--- config.mk ---
export PLATFORM = sky130hd
export DESIGN_NAME = aabb_axis
export DESIGN_NICKNAME = d
export VERILOG_FILES = /design/src/hdl/aabb_pkg.sv /design/src/hdl/aabb_axis.sv
export SDC_FILE = /design/constraint.sdc
export NUM_CORES = 2
export LEC_CHECK = 0
export ABC_AREA = 1
export BUFFER_PORTS_ARGS = -buffer_cell sky130_fd_sc_hd__clkbuf_2
export CAP_MARGIN = 40
export CELL_PAD_IN_SITES_DETAIL_PLACEMENT = 1
export CELL_PAD_IN_SITES_GLOBAL_PLACEMENT = 1
export CORE_UTILIZATION = 30
export DETAILED_ROUTE_END_ITERATION = 12
export GPL_ROUTABILITY_DRIVEN = 0
export PLACE_DENSITY = 0.56
export SETUP_SLACK_MARGIN = 0.05
export SYNTH_ARGS = -nofsm -noshare
export SYNTH_HDL_FRONTEND = slang
export SYNTH_SLANG_ARGS = --single-unit
--- constraint.sdc ---
create_clock -name vclk -period 27.1
set_input_delay 5.42 -clock vclk [all_inputs]
set_output_delay 5.42 -clock vclk [all_outputs]
set_load 0.005 [all_outputs]
--- src/hdl/aabb_pkg.sv ---
`default_nettype none

package aabb_pkg;

  // Field widths.
  localparam int unsigned CoordBits = 16;
  localparam int unsigned CoefBits  = 16;
  localparam int unsigned FracShift = 12;
  localparam int unsigned RegBits   = 48;
  localparam int unsigned NumAxes   = 3;

  // A Q4.12 by Q16.0 product, the term left after the fraction shift,
  // and the exact sum of the translation and three terms.
  localparam int unsigned ProdBits = CoefBits + CoordBits;
  localparam int unsigned TermBits = ProdBits - FracShift;
  localparam int unsigned SumBits  = TermBits + 2;

  localparam int unsigned CfgIdxBits = 3;

  // Configuration register indexes.
  typedef enum logic [CfgIdxBits-1:0] {
    RegRowX   = 3'd0,
    RegRowY   = 3'd1,
    RegRowZ   = 3'd2,
    RegTrans  = 3'd3,
    RegRefMin = 3'd4,
    RegRefMax = 3'd5
  } cfg_reg_e;

  // Reset values: identity rows, no translation, reference box at the origin.
  localparam logic [RegBits-1:0] RowXReset = 48'h0000_0000_1000;
  localparam logic [RegBits-1:0] RowYReset = 48'h0000_1000_0000;
  localparam logic [RegBits-1:0] RowZReset = 48'h1000_0000_0000;

  typedef logic signed [CoordBits-1:0] coord_t;

  // One input word: the local box.
  typedef struct packed {
    logic signed [CoordBits-1:0] local_min_x;
    logic signed [CoordBits-1:0] local_min_y;
    logic signed [CoordBits-1:0] local_min_z;
    logic signed [CoordBits-1:0] local_max_x;
    logic signed [CoordBits-1:0] local_max_y;
    logic signed [CoordBits-1:0] local_max_z;
  } aabb_in_t;

  // One output word: the world box and the overlap flag.
  typedef struct packed {
    logic signed [CoordBits-1:0] world_min_x;
    logic signed [CoordBits-1:0] world_min_y;
    logic signed [CoordBits-1:0] world_min_z;
    logic signed [CoordBits-1:0] world_max_x;
    logic signed [CoordBits-1:0] world_max_y;
    logic signed [CoordBits-1:0] world_max_z;
    logic                        overlaps_reference;
  } aabb_out_t;

  // Result of one world axis.
  typedef struct packed {
    coord_t wmin;
    coord_t wmax;
    logic   hit;
  } axis_res_t;

endpackage

`default_nettype wire

--- src/hdl/aabb_axis.sv ---
`default_nettype none

// One world axis: one product per box corner coordinate, per-column
// min and max, translation, saturation and the reference interval test.
module aabb_axis (
  input  logic [aabb_pkg::RegBits-1:0]              row_i,
  input  logic signed [aabb_pkg::CoordBits-1:0]     trans_i,
  input  logic signed [aabb_pkg::CoordBits-1:0]     ref_min_i,
  input  logic signed [aabb_pkg::CoordBits-1:0]     ref_max_i,
  input  logic [aabb_pkg::NumAxes*aabb_pkg::CoordBits-1:0] lo_i,
  input  logic [aabb_pkg::NumAxes*aabb_pkg::CoordBits-1:0] hi_i,
  output aabb_pkg::axis_res_t                       res_o
);
  import aabb_pkg::*;

  localparam coord_t MaxCoord = {1'b0, {(CoordBits-1){1'b1}}};
  localparam coord_t MinCoord = {1'b1, {(CoordBits-1){1'b0}}};

  logic signed [ProdBits-1:0] prod_lo  [NumAxes];
  logic signed [ProdBits-1:0] prod_hi  [NumAxes];
  logic signed [TermBits-1:0] term_lo  [NumAxes];
  logic signed [TermBits-1:0] term_hi  [NumAxes];
  logic signed [TermBits-1:0] term_min [NumAxes];
  logic signed [TermBits-1:0] term_max [NumAxes];
  logic signed [SumBits-1:0]  sum_min;
  logic signed [SumBits-1:0]  sum_max;
  coord_t                     wmin;
  coord_t                     wmax;

  // Clamp an exact sum to the coordinate range.
  function automatic coord_t sat_coord(input logic signed [SumBits-1:0] v);
    logic [SumBits-CoordBits:0] top;
    begin
      top = v[SumBits-1:CoordBits-1];
      if ((&top) || !(|top)) begin
        sat_coord = v[CoordBits-1:0];
      end else if (v[SumBits-1]) begin
        sat_coord = MinCoord;
      end else begin
        sat_coord = MaxCoord;
      end
    end
  endfunction

  // Products, floor shift by the coefficient fraction, and per-column ordering.
  always_comb begin
    for (int j = 0; j < NumAxes; j++) begin
      prod_lo[j] = $signed(row_i[j*CoefBits +: CoefBits])
                 * $signed(lo_i[j*CoordBits +: CoordBits]);
      prod_hi[j] = $signed(row_i[j*CoefBits +: CoefBits])
                 * $signed(hi_i[j*CoordBits +: CoordBits]);
      term_lo[j] = prod_lo[j][ProdBits-1:FracShift];
      term_hi[j] = prod_hi[j][ProdBits-1:FracShift];
      if (term_lo[j] < term_hi[j]) begin
        term_min[j] = term_lo[j];
        term_max[j] = term_hi[j];
      end else begin
        term_min[j] = term_hi[j];
        term_max[j] = term_lo[j];
      end
    end
  end

  // Exact sums with the translation, then saturation.
  always_comb begin
    sum_min = SumBits'(trans_i) + SumBits'(term_min[0]) + SumBits'(term_min[1])
            + SumBits'(term_min[2]);
    sum_max = SumBits'(trans_i) + SumBits'(term_max[0]) + SumBits'(term_max[1])
            + SumBits'(term_max[2]);
    wmin = sat_coord(sum_min);
    wmax = sat_coord(sum_max);
  end

  // Inclusive interval overlap on the saturated values.
  assign res_o.wmin = wmin;
  assign res_o.wmax = wmax;
  assign res_o.hit  = (wmin <= ref_max_i) && (wmax >= ref_min_i);

endmodule

`default_nettype wire

# Word level (Yosys, flattened, before mapping)
# Cells that the tools add are included.
# classes
add_sub_neg	6
mul	6
n_lt_le_gt_ge	5
muxes	10
n_reduce_logical	9
# op_table
op	n
multiplier 16 x 16 -> 32 bit	6
2-to-1 mux 20 bit	6
2-to-1 mux 16 bit	4
< comparator 20 bit	3
adder 21 x 20 -> 22 bit	2
adder 22 x 20 -> 22 bit	2
adder 16 x 20 -> 21 bit	2
greater-or-equal comparator 16 bit	1
less-or-equal comparator 16 bit	1
AND reduction 7 bit	2
OR reduction 7 bit	2
logical NOT 1 bit	2
logical OR 1 bit	2
logical AND 1 bit	1
# word_totals
ff_bits	0
in_bits	192
out_inout_bits	33
word_cells	36

# Depth between registers and ports, before layout
# logic_depth
ltp_word	12
mapped_depth	82

# Worst setup path after synthesis
# No wires, ideal clock.
# synth_path
kind	input to output
from	input hi_i[18] in the netlist's numbering
to	output res_o[0] in the netlist's numbering
arrival_time_ns	16.834
required_time_ns	21.680
setup_slack_ns	4.846
stages	71
n_path_buf	5
cell_sequence	clkbuf_1 > clkbuf_1 > nand2_1 > fa_1 > fa_1 > fa_1 > inv_1 > fa_1 > fa_1 > inv_1 > fa_1 > inv_1 > ha_1 > nand2_1 > nor2_1 > nand4_1 > o21bai_1 > inv_1 > [... 35 more ...] > nor3_2 > nand3b_1 > nand2_2 > buf_6 > nand2_1 > nand2_1 > inv_1 > ha_1 > nand2_1 > inv_1 > nand3_1 > a31oi_1 > a2111oi_0 > nand2_1 > xor2_1 > o21ai_0 > o21ai_0 > inv_1
# synth_lines
item	line_no	source
start, declared	aabb_axis.sv:11	input logic [aabb_pkg::NumAxes*aabb_pkg::CoordBits-1:0] hi_i,
end, declared	aabb_axis.sv:12	output aabb_pkg::axis_res_t res_o

==> run metrics <==
outcome finished clean; overall overflow remaining after global route 0; type of the setup path with the least slack in -> out; Initial Utilization between 30% and 40%; Via Count about 53k; commonest cells after routing, fill and taps aside 2688 x sky130_fd_sc_hd__inv_1, 2084 x sky130_fd_sc_hd__nand2_1, 1648 x sky130_fd_sc_hd__fa_1; I/O Pins 225; maxcap violations 0; die extent in y approximately 480 um; postcts setup bufs 0; remaining routing DRC violations 0; Top Family by Delay on Critical Path adder cells; x dimension of the die 476 um; number of max-slew violations in the final report 0; FF+latch area 0 um2; arrival time at the worst endpoint approximately 20000 ps; endpoints failing hold 0; post-synthesis instance total just under 9k; CTS-repair resized insts 0; most common library cell in the layout ignoring fill and taps sky130_fd_sc_hd__inv_1; worst-path maximum fanout 21; hold buffers post-CTS 0; worst slew margin relative to its limit 36.76%; cell area after synthesis slightly below 70000 um2; vias per inst 4.577; fraction of final layout cells sized beyond drive strength 1 4.041%; Worst setup SP type primary input; Worst Tran Pin Value 945.3 ps; final setup TNS 0 ps; quantity of I/O buffers inserted on ports 225; # rows 173; delay of the slowest critical-path stage 680 ps; min Tclk post-route 25610 ps; number of warnings issued by yosys 0; number of optimization iterations in the first detailed-route pass 5; count of buffer and inverter cells on the critical path 12; detailed placement HPWL 198900 um; CP most frequent cell sky130_fd_sc_hd__nand2_1; wire length reported by the detailed router 225000 um; f_max 39.04 MHz; unique cell type count in the Yosys netlist 56; area of the placeable core 222700 um2; post-synthesis average cell area a little under 8 um2; RSZ-0062 raised after global routing false; number of nets in the synthesized netlist 11.10k; largest net degree at the start of global routing 39; CP required ~22000 ps; CP max stage cell sky130_fd_sc_hd__fa_1; final net count 11.06k; post-placement setup slack between 1000 and 1500 ps; WL per Instance ~19 um; worst hold-check path type in -> out; area of the die 226600 um2; Levels on crit path 59; antenna viol nets, final 0; Worst Hold Slack 11870 ps; GRT Overall Usage 20.41%; Worst Setup EP res_o[0]; period utilization 94.51%; number of clock buffers in the layout 0; first-pass GRT wire length 357700 um; number of global-route vias before repair 61.58k; endpoint class of the critical path output pin; CP startpoint row_i[47]; initial DRC count 2003; setup ws final between 1000 and 1500 ps; final sequential cell count 0; number of setup violations in the final report 0; signed area change from the synthesized netlist to the final layout 6.295%; register area share after synthesis 0%; number of antenna violations at the first check in global routing 27
per-stage QoR:
stage	cell area, um2	util [%]	cells
after floorplan	67400	-	8656
after CTS	71630	32.16	11586
after global routing	71650	32.17	11593
final	71650	32.17	11593
after global placement	71210	31.97	11557
after detailed placement	71630	32.16	11586
cells by family after synthesis:
kind of cell	share of synthesized area, %
and+or+nand+nor	15.20
adders and majority gates	60.16
xor gates and xnor gates	2.781
buffers and inverters	17.26
AOI/OAI and AO/OA	4.604
worst min-delay path by stage:
stage / to / depth (start not counted) / start
floorplan: res_o[0] / 5 / ref_min_i[0]
detailed placement: res_o[0] / 8 / ref_min_i[0]
finish: res_o[0] / 8 / ref_min_i[0]
global route: res_o[0] / 8 / ref_max_i[0]
global placement: res_o[0] / 7 / ref_max_i[0]
CTS: res_o[2] / 7 / trans_i[1]
area by class of cell:
class / count / area [um2]
diodes: 7 / 17.52
fillers: 27143 / 151100
inverters: 2692 / 10100
multi-input cells: 5601 / 55780
well taps: 2975 / 3722
repair buffers: 318 / 2023
routing by layer:
| metal | up-vias | global-route usage [%] | part of all wire [%] |
|---|---|---|---|
| met3 | 214 | 1.545 | 3.0 |
| met4 | 22 | 6.057 | 3.4 |
| met5 | - | 0 | 0.058 |
| met2 | 767 | 35.58 | 49 |
| met1 | 27578 | 26.86 | 45 |
| li1 | 24475 | - | - |
synth_stat cells, types with 3 or more instances:
| cell type | count | area [um2] |
|---|---|---|
| sky130_fd_sc_hd__a2111oi_0 | 4 | 35.03 |
| sky130_fd_sc_hd__a211oi_1 | 8 | 60.06 |
| sky130_fd_sc_hd__a21boi_0 | 7 | 52.55 |
| sky130_fd_sc_hd__a21boi_1 | 3 | 22.52 |
| sky130_fd_sc_hd__a21o_1 | 20 | 150.1 |
| sky130_fd_sc_hd__a21oi_1 | 274 | 1371 |
| sky130_fd_sc_hd__a221oi_1 | 7 | 61.31 |
| sky130_fd_sc_hd__a31oi_1 | 11 | 68.82 |
| sky130_fd_sc_hd__a41oi_1 | 3 | 26.28 |
| sky130_fd_sc_hd__buf_1 | 6 | 22.52 |
| sky130_fd_sc_hd__buf_2 | 19 | 95.09 |
| sky130_fd_sc_hd__buf_4 | 11 | 82.58 |
| sky130_fd_sc_hd__buf_6 | 13 | 146.4 |
| sky130_fd_sc_hd__clkbuf_1 | 313 | 1175 |
| sky130_fd_sc_hd__fa_1 | 1648 | 32990 |
| sky130_fd_sc_hd__ha_1 | 604 | 7557 |
| sky130_fd_sc_hd__inv_1 | 2688 | 10090 |
| sky130_fd_sc_hd__inv_2 | 3 | 11.26 |
| sky130_fd_sc_hd__nand2_1 | 2084 | 7823 |
| sky130_fd_sc_hd__nand2_2 | 8 | 50.05 |
| sky130_fd_sc_hd__nand3_1 | 217 | 1086 |
| sky130_fd_sc_hd__nand4_1 | 24 | 150.1 |
| sky130_fd_sc_hd__nor2_1 | 201 | 754.5 |
| sky130_fd_sc_hd__nor3_1 | 28 | 140.1 |
| sky130_fd_sc_hd__nor3_2 | 3 | 30.03 |
| sky130_fd_sc_hd__nor4_1 | 11 | 68.82 |
| sky130_fd_sc_hd__o211ai_1 | 14 | 105.1 |
| sky130_fd_sc_hd__o21a_1 | 20 | 150.1 |
| sky130_fd_sc_hd__o21ai_0 | 105 | 525.5 |
| sky130_fd_sc_hd__o21ai_1 | 15 | 75.07 |
| sky130_fd_sc_hd__o21ai_2 | 3 | 26.28 |
| sky130_fd_sc_hd__o21bai_1 | 19 | 142.6 |
| sky130_fd_sc_hd__o221ai_1 | 7 | 61.31 |
| sky130_fd_sc_hd__o31ai_1 | 10 | 75.07 |
| sky130_fd_sc_hd__or2_2 | 5 | 31.28 |
| sky130_fd_sc_hd__xnor2_1 | 91 | 797.0 |
| sky130_fd_sc_hd__xor2_1 | 123 | 1077 |
Power is left out: the tool's default activity adds up to more than one toggle a clock period on the data nets, which glitch-free logic cannot reach.
